[config.mk]
export PLATFORM = sky130hd
export DESIGN_NAME = vole_cpu_execute_core_flat
export DESIGN_NICKNAME = d
export VERILOG_FILES = /design/src/design/vce_pkg.sv /design/src/design/vce_channels.sv /design/src/design/vce_fadd.sv /design/src/design/vole_cpu_execute_core.sv /design/src/flat_wrapper.sv
export SDC_FILE = /design/constraint.sdc
export NUM_CORES = 2
export LEC_CHECK = 0
export ABC_CLOCK_PERIOD_IN_PS = 6800
export BUFFER_PORTS_ARGS = -buffer_cell sky130_fd_sc_hd__buf_2
export CAP_MARGIN = 20
export CORE_MARGIN = 8
export CORE_UTILIZATION = 29
export DETAILED_ROUTE_END_ITERATION = 16
export HOLD_SLACK_MARGIN = 0.1
export SYNTH_ARGS = -nofsm -noshare
export SYNTH_HDL_FRONTEND = slang
export SYNTH_HIERARCHICAL = 1
export SYNTH_SLANG_ARGS = --single-unit
[constraint.sdc]
create_clock -name clock -period 6.8 [get_ports clock]
set_input_delay 1.36 -clock clock [delete_from_list [all_inputs] [get_ports clock]]
set_output_delay 1.36 -clock clock [all_outputs]
set_load 0.01 [all_outputs]
[src/design/vce_pkg.sv]
// ----------------------------------------------------------------------------
// Vole execute core package
// Sizes, request codes and opcodes shared by the core, its channels and checker.
// ----------------------------------------------------------------------------
package vce_pkg;

   localparam int MEMORY_BYTES   = 256;
   localparam int REGISTER_COUNT = 16;
   localparam int ADDR_W         = $clog2(MEMORY_BYTES);
   localparam int REG_IDX_W      = $clog2(REGISTER_COUNT);
   localparam int DATA_W         = 8;

   localparam logic [1:0] REQ_WRITE   = 2'd0;
   localparam logic [1:0] REQ_EXECUTE = 2'd1;
   localparam logic [1:0] REQ_RESTART = 2'd2;

   localparam logic [3:0] OP_NONE      = 4'h0;
   localparam logic [3:0] OP_LOAD_MEM  = 4'h1;
   localparam logic [3:0] OP_LOAD_IMM  = 4'h2;
   localparam logic [3:0] OP_STORE     = 4'h3;
   localparam logic [3:0] OP_MOVE      = 4'h4;
   localparam logic [3:0] OP_ADD_INT   = 4'h5;
   localparam logic [3:0] OP_ADD_FLOAT = 4'h6;
   localparam logic [3:0] OP_JUMP_EQ   = 4'hB;
   localparam logic [3:0] OP_HALT      = 4'hC;

   localparam logic [REG_IDX_W-1:0] REG_ZERO     = '0;
   localparam logic [ADDR_W-1:0]    DISPLAY_ADDR = '0;

endpackage

[src/design/vce_channels.sv]
// ----------------------------------------------------------------------------
// Vole execute core channels
// Valid/ready channel bundles for requests, responses and the start address.
// ----------------------------------------------------------------------------
interface vce_req_if;
   logic                        valid;
   logic                        ready;
   logic [1:0]                  req_type;
   logic [vce_pkg::ADDR_W-1:0]  address;
   logic [vce_pkg::DATA_W-1:0]  data;
   modport source(output valid, req_type, address, data, input ready);
   modport sink(input valid, req_type, address, data, output ready);
endinterface

interface vce_rsp_if;
   logic                        valid;
   logic                        ready;
   logic [vce_pkg::ADDR_W-1:0]  program_counter;
   logic                        halted;
   logic                        display_valid;
   logic [vce_pkg::DATA_W-1:0]  display_value;
   logic                        bad_opcode;
   logic [3:0]                  executed_opcode;
   modport source(output valid, program_counter, halted, display_valid, display_value,
                  bad_opcode, executed_opcode, input ready);
   modport sink(input valid, program_counter, halted, display_valid, display_value,
                bad_opcode, executed_opcode, output ready);
endinterface

interface vce_csr_if;
   logic                        valid;
   logic                        ready;
   logic [vce_pkg::ADDR_W-1:0]  data;
   modport source(output valid, data, input ready);
   modport sink(input valid, data, output ready);
endinterface

[src/design/vce_fadd.sv]
// ----------------------------------------------------------------------------
// Vole float adder
// Adds two sign/unbiased-3-bit-exponent/4-bit-mantissa bytes with truncation and saturation.
// ----------------------------------------------------------------------------
module vce_fadd (
   input  logic [vce_pkg::DATA_W-1:0] a_in,
   input  logic [vce_pkg::DATA_W-1:0] b_in,
   output logic [vce_pkg::DATA_W-1:0] sum_out
);

   logic [10:0]        mag_a;
   logic [10:0]        mag_b;
   logic signed [12:0] val_a;
   logic signed [12:0] val_b;
   logic signed [12:0] total;
   logic [11:0]        mag;
   logic [11:0]        shifted;
   logic               found;
   logic [2:0]         exp_sel;
   logic [3:0]         man_sel;

   always_comb begin
      mag_a = {7'd0, a_in[3:0]} << a_in[6:4];
      mag_b = {7'd0, b_in[3:0]} << b_in[6:4];
      val_a = a_in[7] ? -$signed({2'b00, mag_a}) : $signed({2'b00, mag_a});
      val_b = b_in[7] ? -$signed({2'b00, mag_b}) : $signed({2'b00, mag_b});
      total = val_a + val_b;
      mag   = total[12] ? 12'(-total) : total[11:0];
   end

   always_comb begin
      found   = 1'b0;
      exp_sel = 3'd7;
      man_sel = 4'hF;
      shifted = '0;
      for (int i = 0; i < 8; i++) begin
         shifted = mag >> i;
         if (!found && shifted <= 12'd15) begin
            found   = 1'b1;
            exp_sel = 3'(i);
            man_sel = shifted[3:0];
         end
      end
   end

   always_comb begin
      if (mag == '0) begin
         sum_out = '0;
      end else begin
         sum_out = {total[12], exp_sel, man_sel};
      end
   end

endmodule

[src/design/vole_cpu_execute_core.sv]
// ----------------------------------------------------------------------------
// Vole execute core
// Eight-bit Vole processor with a 256-byte memory and sixteen registers.
// ----------------------------------------------------------------------------
// Requests arrive on req_bus: a memory byte write, a restart at the start
// address written over csr_bus, or the execution of one instruction. Every request
// returns exactly one response on rsp_bus with the program counter, the halt
// flag, the display byte, the bad opcode flag and the executed opcode.
// An instruction is paced by the single port of the main memory and the single
// read port of the register file: two fetch reads, then one memory read or one
// or two register reads before the write back. The response register holds a
// finished response while the receiver stalls, and a new request is taken in
// the cycle that response leaves. After reset the core clears memory and
// registers and takes no request meanwhile; the start address register
// accepts writes at any time.
// ----------------------------------------------------------------------------
module vole_cpu_execute_core (
   input  logic       clock,
   input  logic       reset,
   vce_req_if.sink    req_bus,
   vce_rsp_if.source  rsp_bus,
   vce_csr_if.sink    csr_bus
);

   typedef enum logic [2:0] {
      ST_CLEAR,
      ST_IDLE,
      ST_FETCH_HI,
      ST_FETCH_LO,
      ST_MEM_LOAD,
      ST_SINGLE,
      ST_OPERAND_A,
      ST_OPERAND_B
   } state_type;

   localparam int AW = vce_pkg::ADDR_W;
   localparam int DW = vce_pkg::DATA_W;
   localparam int RW = vce_pkg::REG_IDX_W;

   state_type       state_ff, state_in;
   logic [AW-1:0]   clear_cnt_ff, clear_cnt_in;
   logic [AW-1:0]   pc_ff, pc_in;
   logic            halt_ff, halt_in;
   logic [AW-1:0]   start_ff, start_in;
   logic [DW-1:0]   ir_hi_ff, ir_hi_in;
   logic [DW-1:0]   ir_lo_ff, ir_lo_in;
   logic [DW-1:0]   opa_ff, opa_in;
   logic            rsp_valid_ff, rsp_valid_in;
   logic [AW-1:0]   rsp_pc_ff, rsp_pc_in;
   logic            rsp_halt_ff, rsp_halt_in;
   logic            rsp_disp_v_ff, rsp_disp_v_in;
   logic [DW-1:0]   rsp_disp_ff, rsp_disp_in;
   logic            rsp_bad_ff, rsp_bad_in;
   logic [3:0]      rsp_op_ff, rsp_op_in;

   logic [DW-1:0]   mem_array [vce_pkg::MEMORY_BYTES];
   logic [DW-1:0]   mem_rdata_ff;
   logic            mem_we;
   logic [AW-1:0]   mem_addr;
   logic [DW-1:0]   mem_wdata;

   logic [DW-1:0]   rf_array [vce_pkg::REGISTER_COUNT];
   logic [DW-1:0]   rf_rdata_ff;
   logic            rf_we;
   logic [RW-1:0]   rf_waddr;
   logic [RW-1:0]   rf_raddr;
   logic [DW-1:0]   rf_wdata;

   logic            req_ready;
   logic            done;
   logic            done_disp_v;
   logic [DW-1:0]   done_disp;
   logic            done_bad;
   logic [3:0]      done_op;
   logic [3:0]      opcode;
   logic [RW-1:0]   reg_r;
   logic [AW-1:0]   pc_plus2;
   logic [DW-1:0]   fadd_sum;

   vce_fadd u_fadd (
      .a_in    (opa_ff),
      .b_in    (rf_rdata_ff),
      .sum_out (fadd_sum)
   );

   assign opcode   = ir_hi_ff[7:4];
   assign reg_r    = ir_hi_ff[RW-1:0];
   assign pc_plus2 = pc_ff + AW'(2);

   always_comb begin
      state_in     = state_ff;
      clear_cnt_in = clear_cnt_ff;
      pc_in        = pc_ff;
      halt_in      = halt_ff;
      start_in     = start_ff;
      ir_hi_in     = ir_hi_ff;
      ir_lo_in     = ir_lo_ff;
      opa_in       = opa_ff;
      mem_we       = 1'b0;
      mem_addr     = pc_ff;
      mem_wdata    = '0;
      rf_we        = 1'b0;
      rf_waddr     = reg_r;
      rf_raddr     = ir_lo_ff[RW-1:0];
      rf_wdata     = '0;
      req_ready    = 1'b0;
      done         = 1'b0;
      done_disp_v  = 1'b0;
      done_disp    = '0;
      done_bad     = 1'b0;
      done_op      = vce_pkg::OP_NONE;

      if (csr_bus.valid) begin
         start_in = csr_bus.data;
      end

      case (state_ff)
         ST_CLEAR: begin
            mem_we       = 1'b1;
            mem_addr     = clear_cnt_ff;
            rf_we        = 1'b1;
            rf_waddr     = clear_cnt_ff[RW-1:0];
            clear_cnt_in = clear_cnt_ff + AW'(1);
            if (clear_cnt_ff == '1) begin
               state_in = ST_IDLE;
            end
         end
         ST_IDLE: begin
            req_ready = !rsp_valid_ff || rsp_bus.ready;
            if (req_ready && req_bus.valid) begin
               case (req_bus.req_type)
                  vce_pkg::REQ_WRITE: begin
                     mem_we    = 1'b1;
                     mem_addr  = req_bus.address;
                     mem_wdata = req_bus.data;
                     done      = 1'b1;
                  end
                  vce_pkg::REQ_RESTART: begin
                     pc_in   = start_ff;
                     halt_in = 1'b0;
                     done    = 1'b1;
                  end
                  vce_pkg::REQ_EXECUTE: begin
                     if (halt_ff) begin
                        done = 1'b1;
                     end else begin
                        mem_addr = pc_ff;
                        state_in = ST_FETCH_HI;
                     end
                  end
                  default: begin
                     done = 1'b1;
                  end
               endcase
            end
         end
         ST_FETCH_HI: begin
            ir_hi_in = mem_rdata_ff;
            mem_addr = pc_ff + AW'(1);
            state_in = ST_FETCH_LO;
         end
         ST_FETCH_LO: begin
            ir_lo_in = mem_rdata_ff;
            case (opcode)
               vce_pkg::OP_LOAD_MEM: begin
                  mem_addr = mem_rdata_ff;
                  state_in = ST_MEM_LOAD;
               end
               vce_pkg::OP_LOAD_IMM: begin
                  rf_we    = 1'b1;
                  rf_wdata = mem_rdata_ff;
                  pc_in    = pc_plus2;
                  done     = 1'b1;
                  done_op  = opcode;
               end
               vce_pkg::OP_STORE, vce_pkg::OP_JUMP_EQ: begin
                  rf_raddr = reg_r;
                  state_in = (opcode == vce_pkg::OP_STORE) ? ST_SINGLE : ST_OPERAND_A;
               end
               vce_pkg::OP_MOVE: begin
                  rf_raddr = mem_rdata_ff[7:4];
                  state_in = ST_SINGLE;
               end
               vce_pkg::OP_ADD_INT, vce_pkg::OP_ADD_FLOAT: begin
                  rf_raddr = mem_rdata_ff[7:4];
                  state_in = ST_OPERAND_A;
               end
               vce_pkg::OP_HALT: begin
                  halt_in = 1'b1;
                  pc_in   = pc_plus2;
                  done    = 1'b1;
                  done_op = opcode;
               end
               default: begin
                  pc_in    = pc_plus2;
                  done     = 1'b1;
                  done_bad = 1'b1;
               end
            endcase
         end
         ST_MEM_LOAD: begin
            rf_we    = 1'b1;
            rf_wdata = mem_rdata_ff;
            pc_in    = pc_plus2;
            done     = 1'b1;
            done_op  = opcode;
         end
         ST_SINGLE: begin
            if (opcode == vce_pkg::OP_STORE) begin
               mem_we    = 1'b1;
               mem_addr  = ir_lo_ff;
               mem_wdata = rf_rdata_ff;
               if (ir_lo_ff == vce_pkg::DISPLAY_ADDR) begin
                  done_disp_v = 1'b1;
                  done_disp   = rf_rdata_ff;
               end
            end else begin
               rf_we    = 1'b1;
               rf_waddr = ir_lo_ff[RW-1:0];
               rf_wdata = rf_rdata_ff;
            end
            pc_in   = pc_plus2;
            done    = 1'b1;
            done_op = opcode;
         end
         ST_OPERAND_A: begin
            opa_in   = rf_rdata_ff;
            rf_raddr = (opcode == vce_pkg::OP_JUMP_EQ) ? vce_pkg::REG_ZERO
                                                        : ir_lo_ff[RW-1:0];
            state_in = ST_OPERAND_B;
         end
         ST_OPERAND_B: begin
            pc_in   = pc_plus2;
            done    = 1'b1;
            done_op = opcode;
            if (opcode == vce_pkg::OP_JUMP_EQ) begin
               if (opa_ff == rf_rdata_ff) begin
                  pc_in = ir_lo_ff;
               end
            end else begin
               rf_we    = 1'b1;
               rf_wdata = (opcode == vce_pkg::OP_ADD_FLOAT) ? fadd_sum
                                                            : opa_ff + rf_rdata_ff;
            end
         end
         default: begin
            state_in = ST_IDLE;
         end
      endcase

      rsp_valid_in  = rsp_valid_ff && !rsp_bus.ready;
      rsp_pc_in     = rsp_pc_ff;
      rsp_halt_in   = rsp_halt_ff;
      rsp_disp_v_in = rsp_disp_v_ff;
      rsp_disp_in   = rsp_disp_ff;
      rsp_bad_in    = rsp_bad_ff;
      rsp_op_in     = rsp_op_ff;
      if (done) begin
         state_in      = ST_IDLE;
         rsp_valid_in  = 1'b1;
         rsp_pc_in     = pc_in;
         rsp_halt_in   = halt_in;
         rsp_disp_v_in = done_disp_v;
         rsp_disp_in   = done_disp;
         rsp_bad_in    = done_bad;
         rsp_op_in     = done_op;
      end
   end

   always_ff @(posedge clock) begin
      if (reset) begin
         state_ff     <= ST_CLEAR;
         clear_cnt_ff <= '0;
         pc_ff        <= '0;
         halt_ff      <= 1'b0;
         start_ff     <= '0;
         rsp_valid_ff <= 1'b0;
      end else begin
         state_ff     <= state_in;
         clear_cnt_ff <= clear_cnt_in;
         pc_ff        <= pc_in;
         halt_ff      <= halt_in;
         start_ff     <= start_in;
         rsp_valid_ff <= rsp_valid_in;
      end
      ir_hi_ff      <= ir_hi_in;
      ir_lo_ff      <= ir_lo_in;
      opa_ff        <= opa_in;
      rsp_pc_ff     <= rsp_pc_in;
      rsp_halt_ff   <= rsp_halt_in;
      rsp_disp_v_ff <= rsp_disp_v_in;
      rsp_disp_ff   <= rsp_disp_in;
      rsp_bad_ff    <= rsp_bad_in;
      rsp_op_ff     <= rsp_op_in;
   end

   always_ff @(posedge clock) begin
      if (mem_we) begin
         mem_array[mem_addr] <= mem_wdata;
      end
      mem_rdata_ff <= mem_array[mem_addr];
   end

   always_ff @(posedge clock) begin
      if (rf_we) begin
         rf_array[rf_waddr] <= rf_wdata;
      end
      rf_rdata_ff <= rf_array[rf_raddr];
   end

   assign req_bus.ready           = req_ready;
   assign csr_bus.ready           = 1'b1;
   assign rsp_bus.valid           = rsp_valid_ff;
   assign rsp_bus.program_counter = rsp_pc_ff;
   assign rsp_bus.halted          = rsp_halt_ff;
   assign rsp_bus.display_valid   = rsp_disp_v_ff;
   assign rsp_bus.display_value   = rsp_disp_ff;
   assign rsp_bus.bad_opcode      = rsp_bad_ff;
   assign rsp_bus.executed_opcode = rsp_op_ff;

endmodule

[src/flat_wrapper.sv]
// flat-port wrapper written by rule: the top's interface ports become plain ports
module vole_cpu_execute_core_flat 
  (clock, reset, req_bus_valid, req_bus_req_type, req_bus_address, req_bus_data, req_bus_ready, rsp_bus_valid, rsp_bus_program_counter, rsp_bus_halted, rsp_bus_display_valid, rsp_bus_display_value, rsp_bus_bad_opcode, rsp_bus_executed_opcode, rsp_bus_ready, csr_bus_valid, csr_bus_data, csr_bus_ready);
  vce_req_if req_bus_i ();
  vce_rsp_if rsp_bus_i ();
  vce_csr_if csr_bus_i ();
  input  logic clock;
  input  logic reset;
  input wire logic [$bits(req_bus_i.valid)-1:0] req_bus_valid;
  input wire logic [$bits(req_bus_i.req_type)-1:0] req_bus_req_type;
  input wire logic [$bits(req_bus_i.address)-1:0] req_bus_address;
  input wire logic [$bits(req_bus_i.data)-1:0] req_bus_data;
  output wire logic [$bits(req_bus_i.ready)-1:0] req_bus_ready;
  output wire logic [$bits(rsp_bus_i.valid)-1:0] rsp_bus_valid;
  output wire logic [$bits(rsp_bus_i.program_counter)-1:0] rsp_bus_program_counter;
  output wire logic [$bits(rsp_bus_i.halted)-1:0] rsp_bus_halted;
  output wire logic [$bits(rsp_bus_i.display_valid)-1:0] rsp_bus_display_valid;
  output wire logic [$bits(rsp_bus_i.display_value)-1:0] rsp_bus_display_value;
  output wire logic [$bits(rsp_bus_i.bad_opcode)-1:0] rsp_bus_bad_opcode;
  output wire logic [$bits(rsp_bus_i.executed_opcode)-1:0] rsp_bus_executed_opcode;
  input wire logic [$bits(rsp_bus_i.ready)-1:0] rsp_bus_ready;
  input wire logic [$bits(csr_bus_i.valid)-1:0] csr_bus_valid;
  input wire logic [$bits(csr_bus_i.data)-1:0] csr_bus_data;
  output wire logic [$bits(csr_bus_i.ready)-1:0] csr_bus_ready;
  assign req_bus_i.valid = req_bus_valid;
  assign req_bus_i.req_type = req_bus_req_type;
  assign req_bus_i.address = req_bus_address;
  assign req_bus_i.data = req_bus_data;
  assign req_bus_ready = req_bus_i.ready;
  assign rsp_bus_valid = rsp_bus_i.valid;
  assign rsp_bus_program_counter = rsp_bus_i.program_counter;
  assign rsp_bus_halted = rsp_bus_i.halted;
  assign rsp_bus_display_valid = rsp_bus_i.display_valid;
  assign rsp_bus_display_value = rsp_bus_i.display_value;
  assign rsp_bus_bad_opcode = rsp_bus_i.bad_opcode;
  assign rsp_bus_executed_opcode = rsp_bus_i.executed_opcode;
  assign rsp_bus_i.ready = rsp_bus_ready;
  assign csr_bus_i.valid = csr_bus_valid;
  assign csr_bus_i.data = csr_bus_data;
  assign csr_bus_ready = csr_bus_i.ready;
  vole_cpu_execute_core u_core (.clock(clock), .reset(reset), .req_bus(req_bus_i), .rsp_bus(rsp_bus_i), .csr_bus(csr_bus_i));
endmodule
# Yosys cells after proc, flatten, opt, wreduce, memory -nomap -nowiden
# Memory sizes are Yosys's and may differ from the RTL's. A register that Yosys moved wholly into a read port is not among the register bits.
# Cells that the tools add are included.
dict set report op_classes {
  mux 87
  n_addsub 8
  div_mod_pow 0
  eq_ne 29
  n_bitwise 0
  n_shift 2
  magnitude_cmp 8
  reduce_logical 39
  mul 0
}
# cell count
set op_table {}
lappend op_table {{2-to-1 mux 8 bit} 17}
lappend op_table {{one-hot mux 8 bit (4 select lines)} 2}
lappend op_table {{2-to-1 mux 4 bit} 11}
lappend op_table {{one-hot mux 8 bit (5 select lines)} 1}
lappend op_table {{2-to-1 mux 3 bit} 12}
lappend op_table {{one-hot mux 4 bit (2 select lines)} 4}
lappend op_table {{2-to-1 mux 1 bit} 29}
lappend op_table {{2-to-1 mux 13 bit} 2}
lappend op_table {{negator 11 -> 13 bit} 2}
lappend op_table {{<< shifter 4 x 3 -> 11 bit} 2}
lappend op_table {{adder 8 x 1 -> 8 bit, second input constant} 2}
lappend op_table {{one-hot mux 8 bit (2 select lines)} 1}
lappend op_table {{one-hot mux 3 bit (5 select lines)} 1}
lappend op_table {{adder 13 bit} 1}
lappend op_table {{equality test 3 bit, second input constant} 4}
lappend op_table {{equality test 4 x 3 -> 1 bit, second input constant} 3}
lappend op_table {{<= comparator 12 x 4 -> 1 bit, second input constant} 1}
lappend op_table {{logical NOT 12 bit} 1}
lappend op_table {{2-to-1 mux 12 bit} 1}
lappend op_table {{negator 12 bit} 1}
lappend op_table {{one-hot mux 3 bit (4 select lines)} 1}
lappend op_table {{AND reduction 6 bit} 2}
lappend op_table {{OR reduction 2 bit} 6}
lappend op_table {{<= comparator 11 x 4 -> 1 bit, second input constant} 1}
lappend op_table {{other kinds (40)} 65}
dict set report totals {
  in_bits 31
  romBits 0
  ramBits 2176
  latch_bits 0
  register_bits 76
  mem_count 2
}
# name words width rd rd_ports_with_merged_regs wr line_no
set mem_list {}
lappend mem_list {u_core.mem_array 256 8 1 1 1 vole_cpu_execute_core.sv:56} ;# logic [DW-1:0] mem_array [vce_pkg::MEMORY_BYTES];
lappend mem_list {u_core.rf_array 16 8 1 1 1 vole_cpu_execute_core.sv:62} ;# logic [DW-1:0] rf_array [vce_pkg::REGISTER_COUNT];

# Longest topological paths before layout
dict set report depth {
  depth_word 33
  mapped_depth 26
  depth_no_buf 23
}

# Modules after synthesis
# The synthesis kept the hierarchy.
# mod n_inst area_per_inst_um2 seq_area_each_um2 cells_each
set by_module_without_submodules {}
lappend by_module_without_submodules {vole_cpu_execute_core 1 90594.4 67654.9 6062}
lappend by_module_without_submodules {vce_fadd 1 2539.9 0.0 395}

# Worst setup path before layout
# Ideal clock, no wire load.
dict set report synth_path {
  path_kind {input-to-reg}
  startpoint {input req_bus_req_type[0]}
  endpoint {memory u_core/mem_array[0][0] (netlist name), data pin}
  path_slack_ns 0.356
  stages 4
  path_buffers 1
  arrival_ns 5.579
  required_time_ns 5.935
  path_cell_list {nor2_1 and4bb_4 clkbuf_1 a22o_1}
}
dict set report synth_between {
  elab_chain_len 4
}
# element line_no
set synth_lines {}
lappend synth_lines {{start: declaration} flat_wrapper.sv:10} ;# input wire logic [$bits(req_bus_i.req_type)-1:0] req_bus_req_type;
lappend synth_lines {{logical NOT 2 bit} vole_cpu_execute_core.sv:131} ;# case (req_bus.req_type)
lappend synth_lines {{2-to-1 mux 8 bit} vole_cpu_execute_core.sv:131}
lappend synth_lines {{2-to-1 mux 8 bit} vole_cpu_execute_core.sv:130} ;# if (req_ready && req_bus.valid) begin
lappend synth_lines {{one-hot mux 8 bit (2 select lines)} vole_cpu_execute_core.sv:117} ;# case (state_ff)
lappend synth_lines {{via u_core.mem_wdata[0]} vole_cpu_execute_core.sv:60} ;# logic [DW-1:0] mem_wdata;
lappend synth_lines {{end: declaration} vole_cpu_execute_core.sv:56}
# The timed path passes the listed nets, and every way through them passes these cells.

# Worst setup path after layout
dict set report layout_path {
  startpoint {register u_core.rf_rdata_ff[4] (read register of u_core.rf_array)}
  endpoint {memory u_core/rf_array[10][3] (netlist name), data pin}
}
dict set report layout_between {
  elab_chain_len 33
}
# element line_no
set layout_lines {}
lappend layout_lines {{start: declaration} vole_cpu_execute_core.sv:63} ;# logic [DW-1:0] rf_rdata_ff;
lappend layout_lines {{<< shifter 4 x 3 -> 11 bit *} vce_fadd.sv:24} ;# mag_b = {7'd0, b_in[3:0]} << b_in[6:4];
lappend layout_lines {{negator 11 -> 13 bit} vce_fadd.sv:26} ;# val_b = b_in[7] ? -$signed({2'b00, mag_b}) : $signed({2'b00, mag_b});
lappend layout_lines {{2-to-1 mux 13 bit *} vce_fadd.sv:26}
lappend layout_lines {{adder 13 bit *} vce_fadd.sv:27} ;# total = val_a + val_b;
lappend layout_lines {{negator 12 bit} vce_fadd.sv:28} ;# mag = total[12] ? 12'(-total) : total[11:0];
lappend layout_lines {{2-to-1 mux 12 bit *} vce_fadd.sv:28}
lappend layout_lines {{<= comparator 12 x 4 -> 1 bit} vce_fadd.sv:38} ;# if (!found && shifted <= 12'd15) begin
lappend layout_lines {{2-to-1 mux 1 bit} vce_fadd.sv:38}
lappend layout_lines {{(+19 left out)} --}
lappend layout_lines {{logical AND 1 bit} vce_fadd.sv:38}
lappend layout_lines {{2-to-1 mux 4 bit} vce_fadd.sv:38}
lappend layout_lines {{2-to-1 mux 8 bit *} vce_fadd.sv:47} ;# if (mag == '0) begin
lappend layout_lines {{via u_core.fadd_sum[3]} vole_cpu_execute_core.sv:78} ;# logic [DW-1:0] fadd_sum;
lappend layout_lines {{2-to-1 mux 8 bit *} vole_cpu_execute_core.sv:242} ;# rf_wdata = (opcode == vce_pkg::OP_ADD_FLOAT) ? fadd_sum
lappend layout_lines {{2-to-1 mux 8 bit *} vole_cpu_execute_core.sv:236} ;# if (opcode == vce_pkg::OP_JUMP_EQ) begin
lappend layout_lines {{one-hot mux 8 bit (4 select lines) *} vole_cpu_execute_core.sv:117}
lappend layout_lines {{via u_core.rf_wdata[3]} vole_cpu_execute_core.sv:67} ;# logic [DW-1:0] rf_wdata;
lappend layout_lines {{end: declaration} vole_cpu_execute_core.sv:62}
# The timed path passes the listed nets; every way through them passes the cells marked *.

==> impl_summary.txt <==
----------------------------------------------------
[Drt]
  Sum of routed wire length over all layers ... ~250,000 um
  Antenna-violating nets left ... 0
  Count of routing violations after the opening detailed-route iteration ... between 6,000 and 7,000
  Wire length per cell after detailed routing ... 22.7 um
  Total vias in the final route ... approximately 56,000
  Total DRC errors in the routed layout ... 0
  Average vias per placed instance ... about 5
  First-pass DRT Iterations ... 8

[STA]
  RSZ-0062 raised after global routing ... false
  Worst rel slew slack ... a little over a fifth
  Minimum hold slack ... about 500 ps
  Post-Route Setup TNS ... 0 ps
  Max-slew violation total from the final report ... 0
  Minimum period implied by the final worst setup slack ... 6420 ps
  Transition at the pin with the smallest max-transition slack ... roughly 1200 ps
  Worst Clk Skew ... 77.8 ps
  F_max ... 156 MHz
  Number of hold violations in the final report ... 0
  Ratio of final minimum period to clock period ... about 94%
  Final setup margin ... 380 ps
  Number of setup violations in the final report ... 0

[Worst setup path]
  Class of the most critical setup path ... flip-flop to flip-flop
  Biggest fanout along the worst timing path ... 16
  Critical path launch point type ... flip-flop
  Req. time, crit path ... 7260 ps
  Arrival time at the worst endpoint ... 6880 ps
  Endpoint type of the worst setup path ... flip-flop

[Synth]
  Area of the mapped netlist ... between 90,000 and 100,000 um^2
  Area contributors post-synth ... sky130_fd_sc_hd__edfxtp_1, sky130_fd_sc_hd__mux2i_1, sky130_fd_sc_hd__nand2_1
  Main synth FF type ... sky130_fd_sc_hd__edfxtp_1
  Biggest area consumer among synthesized cells ... sky130_fd_sc_hd__edfxtp_1
  Number of enable-type register cells in the synthesized netlist ... 2,223
  Yosys Warn Count ... 6
  Synthesized instance count ... 6,457
  Register area share after synthesis ... about 73%
  Cell with the most instances after synthesis ... sky130_fd_sc_hd__edfxtp_1
  Count of state elements after synthesis ... approximately 2,300
  Avg Inst Size Synth ... ~14 um^2
  Netlist cell types ... approximately 110
  Fraction of post-synthesis cell area in the top cell type by area ... about 72%
  Asr flop ratio synth ... 0%
  Synth Net Count ... about 6,500
  Synth top cells by count ... sky130_fd_sc_hd__edfxtp_1, sky130_fd_sc_hd__nand2_1, sky130_fd_sc_hd__mux2i_1, sky130_fd_sc_hd__nor2_1, sky130_fd_sc_hd__nand3_1

[Die]
  Y dimension of the die ... about 600 um
  Standard cell core area ... about 320,000 um^2
  Die width ... between 500 and 600 um
  Number of core rows ... around 210
  Die Footprint ... 340,000 um^2
  Initial Utilization ... around 29%
  Count of boundary I/O pins ... 57

[Global routing]
  Maximum number of pins on one net before global-route repair ... about 160
  Global-route wire length before repair ... around 370,000 um
  Total track usage ... ~14%
  Vias in the first global route ... between 50,000 and 60,000
  Global-route congestion overflow total ... 0
  Initial antenna violation count ... 11

[Clocking]
  Clock edge transition at the registers on the reported setup and hold paths ... around 70 ps
  Number of buffers added for setup after CTS ... 0
  Post-CTS Hold Fix Bufs ... 0
  CTS tree ... built
  Maximum level of the CTS H-tree ... 4
  Clk_lat worst skew ... 880 ps
  CTS Root Cell ... sky130_fd_sc_hd__clkbuf_16
  Clock Path Buffers ... 3
  Post-cts sizing count ... 0
  Total CTS buffers ... 219
  Number of sinks driven by the clock tree ... between 2,000 and 2,500

[Cells and area]
  Layout Cells excl Fill ... between 10,000 and 15,000
  Fraction of layout cells with a size suffix above 1 ... about a tenth
  Net count reported at finish ... between 6,000 and 7,000
  Fraction of the core area covered by cells at the end of the flow ... around a third
  Area growth from synthesis to layout ... 14.4%
  Cell area after layout ... 107,000 um^2

[Place]
  Weighted congestion at the end of routability-driven global placement ... between 0.8 and 0.9
  Placement-stage cell area ... ~99,000 um^2
  IO Port Bufs ... 55
  Total instance count after detailed placement ... about 11,000
  Setup slack at placement ... 188 ps
  HPWL after detailed placement ... approximately 150,000 um

[Run status]
  Result of the run ... finished, final reports clean

[Job]
  Max-cap violation count ... 0

[Hold path]
  Worst min path class ... flip-flop to flip-flop

[Pwr]
  Power Total ... roughly 28 mW
  Power density normalized to cell area ... about 270 nW/um^2
  Maximum vdd drop ... roughly 270 uV
  Lkg Pwr ... about 37 nW

----------------------------------------------------
[metal layers]
metal | share of wire (%) | up-vias | GRT usage (%) | routed length, um
li1 | - | 25100 | - | -
met1 | 43 | 28400 | 19.5 | 107000
met2 | 46 | 2484 | 22.4 | 115000
met3 | 8.5 | 450 | 2.75 | 21300
met4 | 3.0 | 6 | 4.37 | 7410
met5 | 0.016 | - | 0 | 41
[report_power, final]
part	internal, mW	leakage [nW]	switching [mW]
sequential	15.2	24.9	0.0538
clock	6.69	3.44	5.22
combinational	0.423	8.97	0.822
[layout make-up]
type	instances	area, um^2
diodes	11	27.5
clock buffers	285	5890
clock inverters	123	1170
fillers	30800	214000
inverters	37	139
multi-input cells	3741	23700
flip-flops and latches	2268	67700
well taps	4305	5390
repair buffers	290	2630
[flip-flops by register name (all words and copies together) (netlist names)]
name,flops
u_core/mem_array,2048
u_core/ir_hi_ff,8
u_core/start_ff,8
u_core/rsp_bus.executed_opcode,4
u_core/mem_rdata_ff,8
u_core/ir_lo_ff,8
u_core/pc_ff,8
u_core/rsp_bus.halted,1
u_core/rf_array,128
u_core/clear_cnt_ff,8
u_core/state_ff,3
u_core/rsp_bus.program_counter,8
u_core/halt_ff,1
u_core/opa_ff,8
u_core/rsp_bus.display_valid,1
u_core/rsp_bus.display_value,8
u_core/rf_rdata_ff,8
u_core/rsp_bus.bad_opcode,1
u_core/rsp_bus.valid,1
[final timing paths]
| path | depth (start not counted) | end | start | slack, ps |
|---|---|---|---|---|
| hold / removal | 2 | u_core/start_ff[3] | u_core/start_ff[3] | 510 |
| setup reg to reg | 21 | u_core/rf_array[10][3] | u_core/rf_rdata_ff[4] | 380 |
| setup / recovery | 21 | u_core/rf_array[10][3] | u_core/rf_rdata_ff[4] | 380 |
| hold reg to reg | 2 | u_core/start_ff[3] | u_core/start_ff[3] | 510 |
[cells by family (layout without fill, tap and decap cells)]
| logic type | Yosys count | after routing | synth area share (%) |
|---|---|---|---|
| fa+ha+maj | 27 | 27 | 0.379 |
| compound gates | 1005 | 1005 | 7.30 |
| other cells | 1 | 12 | 0.00403 |
| mux | 677 | 677 | 7.30 |
| simple gates | 1984 | 1984 | 9.66 |
| xor+xnor | 47 | 47 | 0.482 |
| flops | 2268 | 2268 | 72.6 |
| buf+inv | 448 | 735 | 2.22 |
[placed cells by master, fill, tap and decap left out, drive strengths merged, types with 52 or more instances in the layout]
master / instances
edfxtp: 2223
nand2: 865
mux2i: 670
nor2: 372
nand3: 368
o22ai: 298
buf: 289
clkbuf: 286
a21oi: 160
clkinv: 100
a211oi: 81
a31oi: 71
o21ai: 71
and2: 66
or4: 65
and3: 61
nor3: 52
[critical path: stages, from the launching register on]
cell                      delay, ps
sky130_fd_sc_hd__dfxtp_1        540
sky130_fd_sc_hd__mux2_4         350
sky130_fd_sc_hd__a221o_1        430
sky130_fd_sc_hd__or2_2          330
sky130_fd_sc_hd__nor4_1         280
sky130_fd_sc_hd__buf_4          190
sky130_fd_sc_hd__o22ai_1         70
sky130_fd_sc_hd__a22o_1         240
sky130_fd_sc_hd__ha_1           350
sky130_fd_sc_hd__and3_1         230
sky130_fd_sc_hd__nand2_1         90
sky130_fd_sc_hd__a21oi_1         60
sky130_fd_sc_hd__o41ai_1        410
sky130_fd_sc_hd__buf_4          190
sky130_fd_sc_hd__xor3_2         490
sky130_fd_sc_hd__buf_4          170
sky130_fd_sc_hd__or4_1          510
sky130_fd_sc_hd__a31oi_1        270
sky130_fd_sc_hd__buf_4          180
sky130_fd_sc_hd__nand4_1         90
sky130_fd_sc_hd__a21oi_1        230
sky130_fd_sc_hd__o21ai_1        360
No activity file was read; power rests on OpenSTA's default activity.
